**src/hdl/psfl_ram.sv**
```systemverilog
`timescale 1ns / 1ps
// ----------------------------------------------------------------------------
// psfl_ram: generic single-port RAM
// One address per cycle, write or read; read data registered, held between reads.
// ----------------------------------------------------------------------------
module psfl_ram #(
   parameter int WIDTH = 8,
   parameter int DEPTH = 256
) (
   input  logic                     clock,
   input  logic [$clog2(DEPTH)-1:0] addr,
   input  logic                     wr_en,
   input  logic [WIDTH-1:0]         wr_data,
   input  logic                     rd_en,
   output logic [WIDTH-1:0]         rd_data
);

   logic [WIDTH-1:0] mem [DEPTH];
   logic [WIDTH-1:0] rd_data_ff;

   always_ff @(posedge clock) begin
      if (wr_en) begin
         mem[addr] <= wr_data;
      end
      if (rd_en) begin
         rd_data_ff <= mem[addr];
      end
   end

   assign rd_data = rd_data_ff;

endmodule

```
**config.mk**
```make
export PLATFORM = sky130hd
export DESIGN_NAME = psfl_ram
export DESIGN_NICKNAME = d
export VERILOG_FILES = /design/src/hdl/psfl_ram.sv
export SDC_FILE = /design/constraint.sdc
export NUM_CORES = 2
export LEC_CHECK = 0
export ABC_AREA = 1
export BUFFER_PORTS_ARGS = -buffer_cell sky130_fd_sc_hd__buf_2
export CAP_MARGIN = 20
export CORE_UTILIZATION = 39
export CTS_CLUSTER_SIZE = 14
export DETAILED_ROUTE_END_ITERATION = 8
export GPL_ROUTABILITY_DRIVEN = 0
export PLACE_DENSITY = 0.56
export SLEW_MARGIN = 5
export SYNTH_ARGS = -nofsm -noshare
export SYNTH_HDL_FRONTEND = slang
export SYNTH_SLANG_ARGS = --single-unit
```
**constraint.sdc**
```tcl
create_clock -name clock -period 7 [get_ports clock]
set_clock_uncertainty 0.15 [all_clocks]
set_input_delay 1.05 -clock clock [delete_from_list [all_inputs] [get_ports clock]]
set_output_delay 1.05 -clock clock [all_outputs]
set_load 0.02 [all_outputs]
```
==> run metrics <==
largest net degree at the start of global routing ~170; Worst Hold Endpoint rd_data[5]; Avg Cell Area, Syn 10.59 um^2; standard-cell rows between 150 and 200; Seq/Total Area, Yosys 0.7269; clk sink count ~2100; P&R area growth vs syn 11.12%; # setup viols final 0; highest clock rate ~240 MHz; Hold Crit Depth 1; Detail Route Antenna Nets 0; Synth Net Count between 8000 and 9000; HP Class in2reg; detailed placer's ending HPWL between 100 and 150 mm; count of cell types in the netlist 17; fin. max-slew vios 0; # Post-CTS Setup Buffers 0; Leak about 0.037 uW; Worst slew margin 0.2217; initial DRC count between 5000 and 6000; pwr dens between 200 and 300 mW/mm^2; drc violations 0; crit path max fanout 170; first-pass GRT wire length roughly 350 mm; total power ~26000 uW; Vias/cell 5.066; initial core utilization 0.3942; synth warn 0; maxcap violations 0; Sequential Area approximately 0.062 mm^2; final net count between 7000 and 8000; total routed wirelength 236.6 mm; Critical Path RT between 7 and 8 ns; Fin Setup TNS 0 ns; Clock H-tree levels 4; Core ar. 0.2155 mm^2; share of cells above drive strength 1 0.04936; Crit Path Class in2reg; Data arrival, critical path about 4.5 ns; io pins 27; commonest non-fill, non-tap cell in the layout nand2_1; Critical Path End Type flip-flop; footprint of the multi-input gates approximately 0.021 mm^2; status finished, final reports clean; worst r2r src mem[61][1]; R2R Setup Slk 4.23 ns; fill count about 20000; CTS tree built; initial antenna violation count 7; CTS Hold Buffers Added 0; CTS root buf clkbuf_16; r2r worst-path depth 12; port bufs 26; Hold Crit Start rd_en; chip height roughly 470 um; die area between 0.2 and 0.25 mm^2; #FFs+latches synth around 2100; synthesized area between 0.08 and 0.09 mm^2; aggregate global-route resource usage 0.2161; Congestion Overflow GR 0; clock buffer depth 3; highest-count cells in the layout ignoring fill and taps 4761 x nand2_1, 2056 x edfxtp_1, 356 x nor2_1; Inserted Clock Buffers approximately 210; Reg-to-Reg End rd_data[1]; routed via count between 50000 and 60000; vias in the first global route roughly 54000; Tmin final 4.107 ns; drt first pass iters 5; Max VDD drop roughly 0.00026 V; CTS-repair resized insts 0; wire per inst 21.66 um; CP startpoint kind input pin; RSZ-0062 raised after global routing false; final hold vios 0; worst-margin pin slew approximately 1.2 ns; clk slew on worst S/H paths roughly 0.060 ns; Syn Inst Count around 8000; Final period util 0.5867; clk_lat worst skew 0.85 ns; Die Span X 468.7 um
-- area by class of cell --
class	instances	share of cell area
diodes	4	0.0001061
well taps	2838	0.03762
multi-input cells	5513	0.2252
clock inverters	107	0.01001
inverters	35	0.001750
repair buffers	97	0.01114
clock buffers	275	0.06007
flip-flops and latches	2056	0.6541
-- worst max-delay path by stage --
stage | start | endpoint | cells past startpoint
CTS | addr[0] | rd_data[7] | 14
finish | addr[1] | rd_data[1] | 13
global route | addr[0] | rd_data[1] | 14
floorplan | addr[1] | mem[234][0] | 10
global placement | addr[0] | rd_data[7] | 14
detailed placement | addr[0] | rd_data[7] | 14
-- critical path, cell delays in order --
cell and delay [ns]:
buf_8 0.38, inv_16 0.33, buf_12 0.43, nand2_1 0.19, nand2_1 0.07, nand2_1 0.07
nand2_1 0.09, o21ai_1 0.24, nand2_1 0.19, nor2_1 0.43, nor2_1 0.09, nor2_1 0.52
nand2_1 0.09
-- cell usage after synthesis --
| library cell | count | area share |
|---|---|---|
| buf_2 | 182 | 0.011 |
| o21ai_0 | 41 | 0.0024 |
| inv_1 | 31 | 0.0014 |
| nand2_4 | 1 | 0.00013 |
| a21oi_1 | 32 | 0.0019 |
| buf_6 | 7 | 0.00093 |
| buf_4 | 6 | 0.00053 |
| nor2_1 | 361 | 0.016 |
| inv_4 | 2 | 0.00015 |
| nand2_1 | 4770 | 0.21 |
| o21ai_1 | 119 | 0.0070 |
| nor2_8 | 1 | 0.00024 |
| clkbuf_1 | 170 | 0.0075 |
| inv_2 | 2 | 0.000088 |
| buf_1 | 52 | 0.0023 |
| edfxtp_1 | 2056 | 0.73 |
| nand3_1 | 188 | 0.011 |
-- cell families (layout without fill, tap and decap cells) --
kind of cell | after synthesis | count (layout) | share of synthesized area
other cells | 0 | 4 | 0
buf+inv | 452 | 514 | 0.02360
flops | 2056 | 2056 | 0.7269
simple gates | 5321 | 5321 | 0.2382
compound gates | 192 | 192 | 0.01131
-- sequential cells by signal, summed over array words and instances (netlist names) --
| register | flops |
|---|---|
| mem | 2048 |
| rd_data | 8 |
-- through the flow --
step | setup WS, ns | utilization | cell area (um^2) | instances | hold WS, ns
after detailed placement | 2.015 | 0.4073 | 87760 | 10540 | 0.8339
after floorplan | 3.960 | - | 84940 | 8021 | 0.7136
after CTS | 2.930 | 0.4380 | 94370 | 10920 | 0.4502
after global placement | 2.051 | 0.4073 | 87760 | 10540 | 0.8306
after global routing | 2.693 | 0.4380 | 94380 | 10920 | 0.4748
final | 2.893 | 0.4380 | 94380 | 10930 | 0.5239
-- where the power goes --
part | switching, uW | internal (uW)
clock network | 4720 | 6220
registers | 20.0 | 13600
logic | 1160 | 304
-- per-layer routing --
| metal | global-route usage | routed length, um |
|---|---|---|
| met2 | 0.3528 | 111800 |
| met3 | 0.02986 | 13970 |
| met1 | 0.2967 | 102800 |
| met4 | 0.07228 | 7974 |
| met5 | 0 | 0 |
Note: power is estimated with default switching activity, not from simulation.
