File: src/hdl/psfl_pkg.sv
`timescale 1ns / 1ps
// ----------------------------------------------------------------------------
// psfl_pkg: particle slot free list shared definitions
// Pool size, derived widths, command and status codes, sweep bundle.
// ----------------------------------------------------------------------------
package psfl_pkg;

   localparam int POOL_SLOTS = 1024;
   localparam int SLOT_W     = $clog2(POOL_SLOTS);
   localparam int LINK_W     = $clog2(POOL_SLOTS + 1);
   localparam int IDX_W      = 10;
   localparam int CMD_W      = 2;
   localparam int STATUS_W   = 2;

   // "none" link: one past the last slot
   localparam logic [LINK_W-1:0] LINK_NONE = LINK_W'(POOL_SLOTS);

   localparam logic [CMD_W-1:0] CMD_ALLOC = 2'd0;
   localparam logic [CMD_W-1:0] CMD_FREE  = 2'd1;
   localparam logic [CMD_W-1:0] CMD_SET   = 2'd2;
   localparam logic [CMD_W-1:0] CMD_QUERY = 2'd3;

   localparam logic [STATUS_W-1:0] ST_OK    = 2'd0;
   localparam logic [STATUS_W-1:0] ST_EMPTY = 2'd1;
   localparam logic [STATUS_W-1:0] ST_RANGE = 2'd2;

   // init sweep toward the memories
   typedef struct packed {
      logic              active;
      logic [SLOT_W-1:0] addr;
      logic [LINK_W-1:0] link;
   } sweep_type;

endpackage

File: src/hdl/psfl_sweep.sv
`timescale 1ns / 1ps
// ----------------------------------------------------------------------------
// psfl_sweep: post-reset initialization pass
// Walks every slot once, supplying address and the chained link i+1.
// ----------------------------------------------------------------------------
module psfl_sweep (
   input  logic                 clock,
   input  logic                 reset,
   output psfl_pkg::sweep_type  sweep
);
   import psfl_pkg::*;

   logic              active_ff, active_in;
   logic [SLOT_W-1:0] cnt_ff, cnt_in;

   always_comb begin
      active_in = active_ff;
      cnt_in    = cnt_ff;
      if (active_ff) begin
         cnt_in = cnt_ff + 1'b1;
         if (cnt_ff == SLOT_W'(POOL_SLOTS - 1)) begin
            active_in = 1'b0;
         end
      end
   end

   always_ff @(posedge clock) begin
      if (reset) begin
         active_ff <= 1'b1;
         cnt_ff    <= '0;
      end else begin
         active_ff <= active_in;
         cnt_ff    <= cnt_in;
      end
   end

   assign sweep.active = active_ff;
   assign sweep.addr   = cnt_ff;
   assign sweep.link   = LINK_W'(cnt_ff) + 1'b1;

endmodule

File: config.mk
export PLATFORM = sky130hd
export DESIGN_NAME = psfl_sweep
export DESIGN_NICKNAME = d
export VERILOG_FILES = /design/src/hdl/psfl_pkg.sv /design/src/hdl/psfl_sweep.sv
export SDC_FILE = /design/constraint.sdc
export NUM_CORES = 1
export LEC_CHECK = 0
export ABC_AREA = 1
export BUFFER_PORTS_ARGS = -buffer_cell sky130_fd_sc_hd__clkbuf_2
export CORE_UTILIZATION = 30
export DETAILED_ROUTE_END_ITERATION = 6
export GPL_TIMING_DRIVEN = 0
export HOLD_SLACK_MARGIN = 0.06
export SKIP_CTS_REPAIR_TIMING = 1
export SLEW_MARGIN = 20
export SYNTH_ARGS = -nofsm -noshare
export SYNTH_HDL_FRONTEND = slang
export SYNTH_SLANG_ARGS = --single-unit
export TNS_END_PERCENT = 20
File: constraint.sdc
create_clock -name clock -period 1.56 [get_ports clock]
set_input_delay 0.234 -clock clock [delete_from_list [all_inputs] [get_ports clock]]
set_output_delay 0.234 -clock clock [all_outputs]
set_load 0.005 [all_outputs]
==> results.py <==
metrics = {
    "sta": {
        "whs_ns": 0.324,
        "layout_setup_ws_ns": -0.00269,
        "finalMaxSlewViolations": 0,
        "setup_viol": 1,
        "finalHoldViolations": 0,
        "slew_headroom": 0.798,
        "rsz0062_at_grt": "true",
        "fin_crit_sh": 1.00,
        "fin_skew_ns": 0.00136,
        "fmaxAchievable_ghz": 0.640,
        "layout_min_cycle_time_ns": 1.56,
        "worst_slew_pin_slew_ns": 0.302,
    },
    "clock_tree": {
        "cts_tree": "yes",
        "ctsHtreeMaxLevel": 1,
        "clockBufferDepth": 2,
        "cts_buffers": 3,
        "clk_latency_ns": 0.27,
        "clk_pin_slew_ns": 0.07,
        "cts_root_buf": "clkbuf_4",
        "cts_sinks": 11,
    },
    "critical_path": {
        "worstSetupPathType": "register to output port",
        "cp_slowest_stage_delay_ns": 0.37,
        "cp.required_ns": 1.33,
        "end_kind": "output port",
        "worstSetupStartpointType": "register",
        "slowest_stage": "dfxtp_4",
        "cp.arrival_ns": 1.33,
        "path_delay_family": "simple AND/OR/NAND/NOR gates",
        "cp_cell_sequence": "ha_4 > nand3_4 > nor2_4 > nand2_1 > nor2_2 > clkbuf_2",
        "cp_max_fo": 4,
        "cp_num_buf_inv": 1,
    },
    "synthesis": {
        "synth_top_area_frac": 0.342,
        "synth_top_area_cell": "dfxtp_1",
        "ys.flop_type": "dfxtp_1",
        "ys_types": 16,
        "synth_seq_area_share": 0.342,
        "ys_async_sr_fraction": 0,
        "yosysWarnings": 0,
        "synth_cells": 103,
        "netlist_area_um2": 644,
        "synth_seq_cells": 11,
        "synth.area.top_cells": "dfxtp_1 34%, nand2_1 16%, inv_1 13%, nand3_1 7.0%, a21oi_1 6.2%",
        "synth.most_common_cell": "nand2_1",
        "syn_nets": 106,
        "synth_edf_count": 0,
        "syn_area_per_cell_um2": 6.26,
        "synth_commonest_cells": "28 x nand2_1, 22 x inv_1, 11 x dfxtp_1, 9 x nand3_1, 8 x a21oi_1",
    },
    "placed_design": {
        "dp_hpwl_mm": 1.10,
        "place_ws_ns": 0.139,
        "gp_congestion": 0.707,
        "port_buffers": 22,
    },
    "outcome": {
        "status": "complete, but fails checks",
        "violations": "negative setup slack",
    },
    "detailed_routing": {
        "num_vias": 706,
        "drt.antenna.violating_nets": 0,
        "drt_iter0_markers": 14,
        "avgRoutedWirePerCell_um": 9.84,
        "dr.pass1.iters": 2,
        "viasPerCell": 4.50,
        "post-route-drc-count": 0,
        "routed_wl_mm": 1.55,
    },
    "layout": {
        "final_nets": 134,
        "drive_above_1_share": 0.338,
        "area_growth_pct": 34.8,
        "fillers": 212,
        "diodes": 0,
        "postLayoutCoreUtil": 0.438,
    },
    "floorplan": {
        "rows": 16,
        "core-area_mm2": 0.00198,
        "die_w_um": 48.3,
        "ios": 24,
        "dieArea_mm2": 0.00234,
        "die_y_um": 48.3,
        "initial_core_util": 0.325,
    },
    "global_route": {
        "grt_overflow": 0,
        "grt_usage": 0.133,
        "grt_max_degree": 11,
        "grt_pass1_wl_mm": 2.46,
        "grt_pass1_vias": 546,
        "grt_antenna_before_repair": 0,
    },
    "pwr": {
        "p_leak_nw": 0.506,
        "ir_drop_mv": 0.367,
        "powerDensity_mw_per_mm2": 635,
    },
    "run": {
        "cap_violations": 0,
    },
    "min_path": {
        "hold_path.class": "input port to register",
    },
}
## cells by family (layout without fill, tap and decap cells)
family,Yosys count,after routing,share of synthesized area
AO/OA/AOI/OAI,17,17,0.138
AND/OR/NAND/NOR,48,48,0.332
flip-flops,11,11,0.342
adder cells (fa/ha/maj),1,1,0.0194
buffers and inverters,25,52,0.155
XOR/XNOR,1,1,0.0136
## worst register-to-register path: stages (launching register included)
cell and delay, ns:
dfxtp_1 0.50, inv_1 0.18, buf_2 0.23, o21ai_0 0.18, inv_1 0.05
## final cells by class
| class | instances | area, um^2 | share of cell area |
|---|---|---|---|
| multi-input combinational | 67 | 354 | 0.408 |
| sequential | 11 | 236 | 0.272 |
| timing repair buffer | 23 | 118 | 0.135 |
| inverter | 22 | 82.6 | 0.0951 |
| tap | 27 | 33.8 | 0.0389 |
| clock buffer | 4 | 26.3 | 0.0303 |
| buffer | 3 | 17.5 | 0.0202 |
## per-stage QoR
step	std cells	power, mW	cell area [um^2]	TNS (ns)
2_1_floorplan	103	0.330	644	0
3_3_place_gp	152	0.350	788	0
3_5_place_dp	152	0.350	788	0
4_1_cts	156	0.552	815	-0.518
5_1_grt	157	0.579	868	-0.251
6_report	157	0.552	868	-0.00269
## metal layers
metal  global-route usage  up-vias  wire [um]
met5                    0        -          0
li1                     -      369          -
met1                0.196      313        775
met3               0.0503        2         95
met4               0.0294        0          6
met2                0.181       22        668
## cells in the final DEF (no fill, tap or decap), drive strengths merged
master,n
o21ai,9
dfxtp,11
nand3,11
a21oi,8
xor2,1
buf,4
ha,1
clkbuf,26
inv,22
nor2,9
nand2,28
## flip-flops by register name, summed over array words and instances (netlist names)
name       count
cnt_ff        10
active_ff      1
## worst paths after layout
path	end	cells after the start	slack, ns	startpoint
worst max-delay path	sweep[10]	6	-0.003	cnt_ff[1]
worst min-delay path	active_ff	3	0.32	reset
worst max register to register	cnt_ff[2]	4	0.31	active_ff
worst min register to register	cnt_ff[0]	2	0.55	cnt_ff[0]
## power by group
group / leakage [nW] / internal (mW) / switching, mW / total (mW)
Sequential: 0.0932 / 0.287 / 0.0116 / 0.298
Clock: 0.0150 / 0.0990 / 0.102 / 0.201
Combinational: 0.397 / 0.0259 / 0.0263 / 0.0522
Power figures use the tool's default switching activity.
